**src/design/vt4_pkg.sv**
```systemverilog
`timescale 1ns / 1ps
// ----------------------------------------------------------------------------
// vt4_pkg: shared types and constants for the 4x4 vertex transform
// Fixed-point formats, matrix register codes, result layout and buffer sizes.
// ----------------------------------------------------------------------------
package vt4_pkg;

  // Q16.16 element format
  localparam int XW       = 32;
  localparam int FRAC     = 16;
  localparam int NUM_ROWS = 4;
  localparam int NUM_COLS = 4;

  // Matrix configuration registers: two per row, two elements per register
  localparam int NUM_REGS  = 8;
  localparam int CFG_IDX_W = $clog2(NUM_REGS);
  localparam int CFG_DW    = 2 * XW;

  // Lane arithmetic widths
  localparam int PROD_W = 2 * XW;          // exact Q32.32 product
  localparam int PAIR_W = PROD_W + 1;      // sum of two products
  localparam int SUM_W  = PROD_W + 2;      // sum of four products
  localparam int RND_W  = SUM_W - FRAC;    // rounded sum before clamping

  // Pipeline depth of a lane, and of lanes plus merge register
  localparam int LANE_LAT = 3;
  localparam int PIPE_LAT = LANE_LAT + 1;

  // Output buffer: deep enough to cover every beat in flight
  localparam int FIFO_DEPTH = 8;
  localparam int FIFO_AW    = $clog2(FIFO_DEPTH);

  localparam logic [XW-1:0] ONE_Q16 = XW'(1) << FRAC;
  localparam logic signed [XW-1:0] SAT_MAX = {1'b0, {(XW-1){1'b1}}};
  localparam logic signed [XW-1:0] SAT_MIN = {1'b1, {(XW-1){1'b0}}};

  typedef logic signed [XW-1:0] fix_t;
  typedef fix_t [NUM_COLS-1:0] fix_vec_t;

  typedef enum logic [CFG_IDX_W-1:0] {
    REG_ROW0_COLS01 = 3'd0,
    REG_ROW0_COLS23 = 3'd1,
    REG_ROW1_COLS01 = 3'd2,
    REG_ROW1_COLS23 = 3'd3,
    REG_ROW2_COLS01 = 3'd4,
    REG_ROW2_COLS23 = 3'd5,
    REG_ROW3_COLS01 = 3'd6,
    REG_ROW3_COLS23 = 3'd7
  } cfg_reg_t;

  typedef struct packed {
    fix_t x;
    fix_t y;
    fix_t z;
    fix_t w;
    logic saturated;
  } result_t;

  // Identity matrix: 1.0 on the diagonal
  function automatic logic [CFG_DW-1:0] mat_reset_val(cfg_reg_t idx);
    logic [CFG_DW-1:0] val;
    unique case (idx)
      REG_ROW0_COLS01: val = {{XW{1'b0}}, ONE_Q16};
      REG_ROW1_COLS01: val = {ONE_Q16, {XW{1'b0}}};
      REG_ROW2_COLS23: val = {{XW{1'b0}}, ONE_Q16};
      REG_ROW3_COLS23: val = {ONE_Q16, {XW{1'b0}}};
      default:         val = '0;
    endcase
    return val;
  endfunction

endpackage

```
**src/design/vt4_if.sv**
```systemverilog


interface vt4_out_if;
  logic          valid;
  logic          ready;
  vt4_pkg::fix_t out_x;
  vt4_pkg::fix_t out_y;
  vt4_pkg::fix_t out_z;
  vt4_pkg::fix_t out_w;
  logic          saturated;

  modport source (output valid, output out_x, output out_y, output out_z, output out_w,
                  output saturated, input ready);
  modport sink   (input valid, input out_x, input out_y, input out_z, input out_w,
                  input saturated, output ready);
endinterface

```
**src/design/vt4_out_fifo.sv**
```systemverilog
`timescale 1ns / 1ps
// ----------------------------------------------------------------------------
// vt4_out_fifo: result buffer with credit accounting
// Holds finished beats and reserves a slot for every beat still in the lanes,
// so the pipeline never has to stall.
// ----------------------------------------------------------------------------
module vt4_out_fifo (
  input  logic             clk,
  input  logic             rst_n,
  input  logic             reserve,
  input  logic             push,
  input  vt4_pkg::result_t push_data,
  output logic             room,
  vt4_out_if.source        out_ch
);

  vt4_pkg::result_t               mem_r [vt4_pkg::FIFO_DEPTH];
  logic [vt4_pkg::FIFO_AW-1:0]    wr_ptr_r, wr_ptr_nxt;
  logic [vt4_pkg::FIFO_AW-1:0]    rd_ptr_r, rd_ptr_nxt;
  logic [vt4_pkg::FIFO_AW:0]      fill_r, fill_nxt;
  logic [vt4_pkg::FIFO_AW:0]      credit_r, credit_nxt;
  logic                           pop;
  vt4_pkg::result_t               head;

  assign pop  = out_ch.valid && out_ch.ready;
  assign room = (credit_r < (vt4_pkg::FIFO_AW + 1)'(vt4_pkg::FIFO_DEPTH));

  // Advance pointers and counts
  always_comb begin
    wr_ptr_nxt = push ? wr_ptr_r + 1'b1 : wr_ptr_r;
    rd_ptr_nxt = pop  ? rd_ptr_r + 1'b1 : rd_ptr_r;
    unique case ({push, pop})
      2'b10:   fill_nxt = fill_r + 1'b1;
      2'b01:   fill_nxt = fill_r - 1'b1;
      default: fill_nxt = fill_r;
    endcase
    unique case ({reserve, pop})
      2'b10:   credit_nxt = credit_r + 1'b1;
      2'b01:   credit_nxt = credit_r - 1'b1;
      default: credit_nxt = credit_r;
    endcase
  end

  always_ff @(posedge clk) begin
    if (!rst_n) begin
      wr_ptr_r <= '0;
      rd_ptr_r <= '0;
      fill_r   <= '0;
      credit_r <= '0;
    end else begin
      wr_ptr_r <= wr_ptr_nxt;
      rd_ptr_r <= rd_ptr_nxt;
      fill_r   <= fill_nxt;
      credit_r <= credit_nxt;
    end
  end

  // Store the incoming beat
  always_ff @(posedge clk) begin
    if (push) begin
      mem_r[wr_ptr_r] <= push_data;
    end
  end

  // Present the oldest beat
  assign head             = mem_r[rd_ptr_r];
  assign out_ch.valid     = (fill_r != '0);
  assign out_ch.out_x     = head.x;
  assign out_ch.out_y     = head.y;
  assign out_ch.out_z     = head.z;
  assign out_ch.out_w     = head.w;
  assign out_ch.saturated = head.saturated;

  // A reserved slot always exists for every arriving beat
  a_no_overflow: assert property (@(posedge clk) disable iff (!rst_n)
    push |-> (fill_r != (vt4_pkg::FIFO_AW + 1)'(vt4_pkg::FIFO_DEPTH)))
    else $error("result pushed into a full buffer");

  a_credit_covers_fill: assert property (@(posedge clk) disable iff (!rst_n)
    credit_r >= fill_r)
    else $error("stored beats exceed reserved slots");

  a_credit_bound: assert property (@(posedge clk) disable iff (!rst_n)
    credit_r <= (vt4_pkg::FIFO_AW + 1)'(vt4_pkg::FIFO_DEPTH))
    else $error("credit count beyond buffer depth");

endmodule

```
**src/flat_wrapper.sv**
```systemverilog
// flat-port wrapper written by rule: the top's interface ports become plain ports
module vt4_out_fifo_flat 
  (clk, rst_n, reserve, push, push_data, room, out_ch_valid, out_ch_out_x, out_ch_out_y, out_ch_out_z, out_ch_out_w, out_ch_saturated, out_ch_ready);
  vt4_out_if out_ch_i ();
  input  logic clk;
  input  logic rst_n;
  input  logic reserve;
  input  logic push;
  input  vt4_pkg::result_t push_data;
  output logic room;
  output wire logic [$bits(out_ch_i.valid)-1:0] out_ch_valid;
  output wire logic [$bits(out_ch_i.out_x)-1:0] out_ch_out_x;
  output wire logic [$bits(out_ch_i.out_y)-1:0] out_ch_out_y;
  output wire logic [$bits(out_ch_i.out_z)-1:0] out_ch_out_z;
  output wire logic [$bits(out_ch_i.out_w)-1:0] out_ch_out_w;
  output wire logic [$bits(out_ch_i.saturated)-1:0] out_ch_saturated;
  input wire logic [$bits(out_ch_i.ready)-1:0] out_ch_ready;
  assign out_ch_valid = out_ch_i.valid;
  assign out_ch_out_x = out_ch_i.out_x;
  assign out_ch_out_y = out_ch_i.out_y;
  assign out_ch_out_z = out_ch_i.out_z;
  assign out_ch_out_w = out_ch_i.out_w;
  assign out_ch_saturated = out_ch_i.saturated;
  assign out_ch_i.ready = out_ch_ready;
  vt4_out_fifo u_core (.clk(clk), .rst_n(rst_n), .reserve(reserve), .push(push), .push_data(push_data), .room(room), .out_ch(out_ch_i));
endmodule
```
**config.mk**
```make
export PLATFORM = sky130hd
export DESIGN_NAME = vt4_out_fifo_flat
export DESIGN_NICKNAME = d
export VERILOG_FILES = /design/src/design/vt4_pkg.sv /design/src/design/vt4_if.sv /design/src/design/vt4_out_fifo.sv /design/src/flat_wrapper.sv
export SDC_FILE = /design/constraint.sdc
export NUM_CORES = 1
export LEC_CHECK = 0
export BUFFER_PORTS_ARGS = -buffer_cell sky130_fd_sc_hd__buf_2
export CORE_AREA = 2 2 325 231
export DETAILED_ROUTE_END_ITERATION = 8
export DIE_AREA = 0 0 327 233
export PLACE_DENSITY_LB_ADDON = 0.15
export RECOVER_POWER = 100
export SLEW_MARGIN = 0
export SYNTH_ARGS = -nofsm -noshare
export SYNTH_HDL_FRONTEND = slang
export SYNTH_SLANG_ARGS = --single-unit
```
**constraint.sdc**
```tcl
create_clock -name clk -period 17.6 [get_ports clk]
set_clock_uncertainty 0.1 [all_clocks]
set_input_delay 0.88 -clock clk [delete_from_list [all_inputs] [get_ports clk]]
set_output_delay 0.88 -clock clk [all_outputs]
set_load 0.01 [all_outputs]
```
==> impl_metrics.json <==
{
  "outcome": "complete, but fails checks",
  "violations": "max-capacitance violations, max-slew violations",
  "syn_area_per_cell_um2": 25.0,
  "crit_required_ps": 16620,
  "cp-end-kind": "output pin",
  "max_cap_viol_count": 34,
  "dpl.cell_count": 2793,
  "grt_util_all_layers_pct": 20.7,
  "die_h_um": 233,
  "portBuffers": 264,
  "post_cts_buffers": 0,
  "clockRootBuffer": "clkbuf_16",
  "yosysSeqAreaShare_pct": 78.6,
  "syn2layout_area_growth_pct": 12.6,
  "rows": 83,
  "clk_latency_ps": 640,
  "syn_nets": 1734,
  "rsz0062_at_grt": "no",
  "min_path_type": "reg2reg",
  "wl_mm": 77.9,
  "worstMarginPinSlew_ps": 8970,
  "h-tree-depth": 3,
  "io_pins": 265,
  "ctsResizeCount": 0,
  "p_leak_nw": 13.7,
  "wl_met2_mm": 38.0,
  "worstSetupEndpoint": "out_ch_out_x[29]",
  "grt_max_degree": 118,
  "die_area_um2": 76200,
  "cts_tree": "built",
  "crit_path_start_kind": "register",
  "clkPwrFrac_pct": 35.0,
  "power_mw": 5.84,
  "hpwl_mm": 40.8,
  "path_cells": "clkbuf_1 -> clkbuf_1 -> buf_4 -> mux4_2 -> mux2_2 -> clkbuf_1",
  "slowest_stage": "clkbuf_1",
  "fin_cells": 2972,
  "dr.max_layer_used": "met5",
  "drive_gt1_share_pct": 23.9,
  "power.switching_mw": 1.36,
  "grt-ovfl-total": 0,
  "hold_viol_final": 0,
  "wl_met3_mm": 4.84,
  "die_w_um": 327,
  "cpPeakStageDelay_ps": 2400,
  "slew_headroom_pct": -498,
  "irDropWorstVdd_mv": 0.0874,
  "via_per_inst": 5.87,
  "multi_input_area_um2": 8030,
  "synth_top_area_share_pct": 77.7,
  "seq_area_um2": 31300,
  "crit_fanout": 77,
  "power.internal_mw": 4.47,
  "numClockSinks": 1049,
  "antenna_found_initial": 14,
  "p_comb_share_pct": 16.1,
  "drc": 0,
  "max_freq_mhz": 105,
  "synth_area_leaders": "edfxtp_1, mux4_2, mux4_1",
  "clockBufferDepth": 3,
  "grt_pass1_wl_mm": 116,
  "critPathMostFrequentCell": "clkbuf_1",
  "ys_warn_count": 0,
  "grt_pass1_vias": 18100,
  "setup_tns_ps": 0,
  "period_needed_ps": 9560,
  "synth_cells": 1592,
  "post_drt_wl_per_cell_um": 26.2,
  "holdPathStages": 2,
  "switching_share_pct": 23.4,
  "postCtsHoldBufs": 0,
  "min_from": "u_core.credit_r[3]$_SDFFE_PN0P_",
  "drt_first_pass_iters": 5,
  "regToRegSetupSlack_ps": 8740,
  "timing.rr.start": "u_core.wr_ptr_r[1]$_SDFFE_PN0P_",
  "start_util_pct": 54.8,
  "drv_slew": 1358,
  "place_congestion": 0.724,
  "n_fill_cell": 5116,
  "rr_worst_depth": 3,
  "cts_buffers": 96,
  "powerDensity_nw_per_um2": 130,
  "seqPwrFrac_pct": 48.9,
  "timing.final.crit_share_pct": 54.3,
  "yosysTopAreaCell": "edfxtp_1",
  "critPathArrivalTime_ps": 8580,
  "drt-met1-wl_mm": 33.2,
  "worstSetupPathType": "reg2out",
  "nNetsFinal": 2056,
  "core_um2": 72800,
  "ys_seq_elements": 1049,
  "synth_cell_types": 31,
  "drt_iter0_drc": 1381,
  "post-route-util_pct": 61.7,
  "drtAntennaViolNets": 0,
  "r2r_end": "u_core.mem_r[7][37]$_DFFE_PP_",
  "setup_viol": 0,
  "num_vias": 17400,
  "cts.clk_slew.worst_paths_ps": 60,
  "syn_area_um2": 39900
}
==> metal layers <==
layer	track usage [%]	vias to the layer above
li1	-	7532
met1	28.6	9323
met3	5.22	132
met2	33.2	430
met5	0	-
met4	5.65	22
==> placed cells by master, fill, tap and decap left out, types with 6 or more instances in the layout <==
cell          n
clkinv_1     26
nand2_1       9
clkbuf_16   101
edfxtp_1   1032
mux4_2      197
bufinv_16     9
nor2b_1       6
ha_1          8
buf_2        27
nor2_1        6
clkbuf_1    282
mux2_2      115
xnor2_1       6
mux2_1       14
mux4_1       61
clkinv_2     17
and2_0        6
dfxtp_1      17
==> logic make-up (layout without fill, tap and decap cells) <==
| family | after synthesis | in the layout | share of synthesized area (%) |
|---|---|---|---|
| multiplexers | 392 | 392 | 18.9 |
| XOR/XNOR | 9 | 9 | 0.198 |
| flip-flops | 1049 | 1049 | 78.6 |
| adder cells (fa/ha/maj) | 8 | 8 | 0.251 |
| AO/OA/AOI/OAI | 15 | 15 | 0.235 |
| other | 0 | 3 | 0 |
| buffers and inverters | 78 | 478 | 1.28 |
| AND/OR/NAND/NOR | 41 | 41 | 0.543 |
==> layout make-up <==
| type | count | area share, % |
|---|---|---|
| Antenna cell | 3 | 0.0167 |
| Clock buffer | 117 | 5.76 |
| Clock inverter | 59 | 1.13 |
| Inverter | 5 | 0.0418 |
| Multi-Input combinational cell | 465 | 17.9 |
| Sequential cell | 1049 | 69.8 |
| Tap cell | 977 | 2.72 |
| Timing Repair Buffer | 297 | 2.62 |
==> flip-flops by register name (all words and copies together) (netlist names), named ones only <==
signal           cells
u_core.wr_ptr_r      3
u_core.mem_r      1032
u_core.credit_r      4
u_core.fill_r        4
u_core.rd_ptr_r      3
==> Yosys cell counts <==
cell type / instances
clkbuf_1: 24
inv_1: 5
buf_1: 13
nor4b_1: 1
or3_1: 3
a21o_1: 1
nand3_1: 3
a31oi_1: 2
nand2b_1: 4
xor2_1: 3
a21oi_1: 4
ha_1: 8
nor2b_1: 6
a21boi_0: 4
edfxtp_1: 1032
nor3_1: 2
nand2_1: 9
buf_8: 3
and2_1: 6
mux4_1: 61
o21ai_0: 3
mux4_2: 197
o32ai_1: 1
or4_1: 1
mux2i_1: 5
xnor2_1: 6
buf_2: 10
nor2_1: 6
mux2_2: 129
buf_6: 23
dfxtp_1: 17
==> metrics by stage <==
step	hold WS (ps)	setup WS [ps]	instance area, µm²
2_1_floorplan	335	7030	39900
3_3_place_gp	342	12790	42300
3_5_place_dp	353	12710	42300
4_1_cts	357	11990	45400
5_1_grt	380	7530	44900
6_report	364	8040	44900
==> power groups by stage <==
stage | Sequential, mW | Combinational (mW) | Clock, mW
3_3_place_gp | 2.90 | 0.953 | 0
2_1_floorplan | 2.89 | 0.742 | 0
3_5_place_dp | 2.91 | 0.965 | 0
4_1_cts | 2.85 | 0.970 | 2.09
6_report | 2.86 | 0.938 | 2.04
5_1_grt | 2.86 | 1.02 | 2.19
==> how the worst min path moves through the flow <==
stage,slack (ps),end
after global placement,340,u_core.credit_r[3]$_SDFFE_PN0P_
after floorplan,330,u_core.credit_r[3]$_SDFFE_PN0P_
after CTS,360,u_core.mem_r[2][78]$_DFFE_PP_
final,360,u_core.credit_r[3]$_SDFFE_PN0P_
after global routing,380,u_core.credit_r[3]$_SDFFE_PN0P_
after detailed placement,350,u_core.credit_r[3]$_SDFFE_PN0P_
==> critical path: cells and delay by family (launching register included) <==
| kind | cells | cell delay [ps] |
|---|---|---|
| buffers and inverters | 4 | 6020 |
| flip-flops | 1 | 1060 |
| multiplexers | 2 | 710 |
Note: power is estimated with default switching activity, not from simulation.
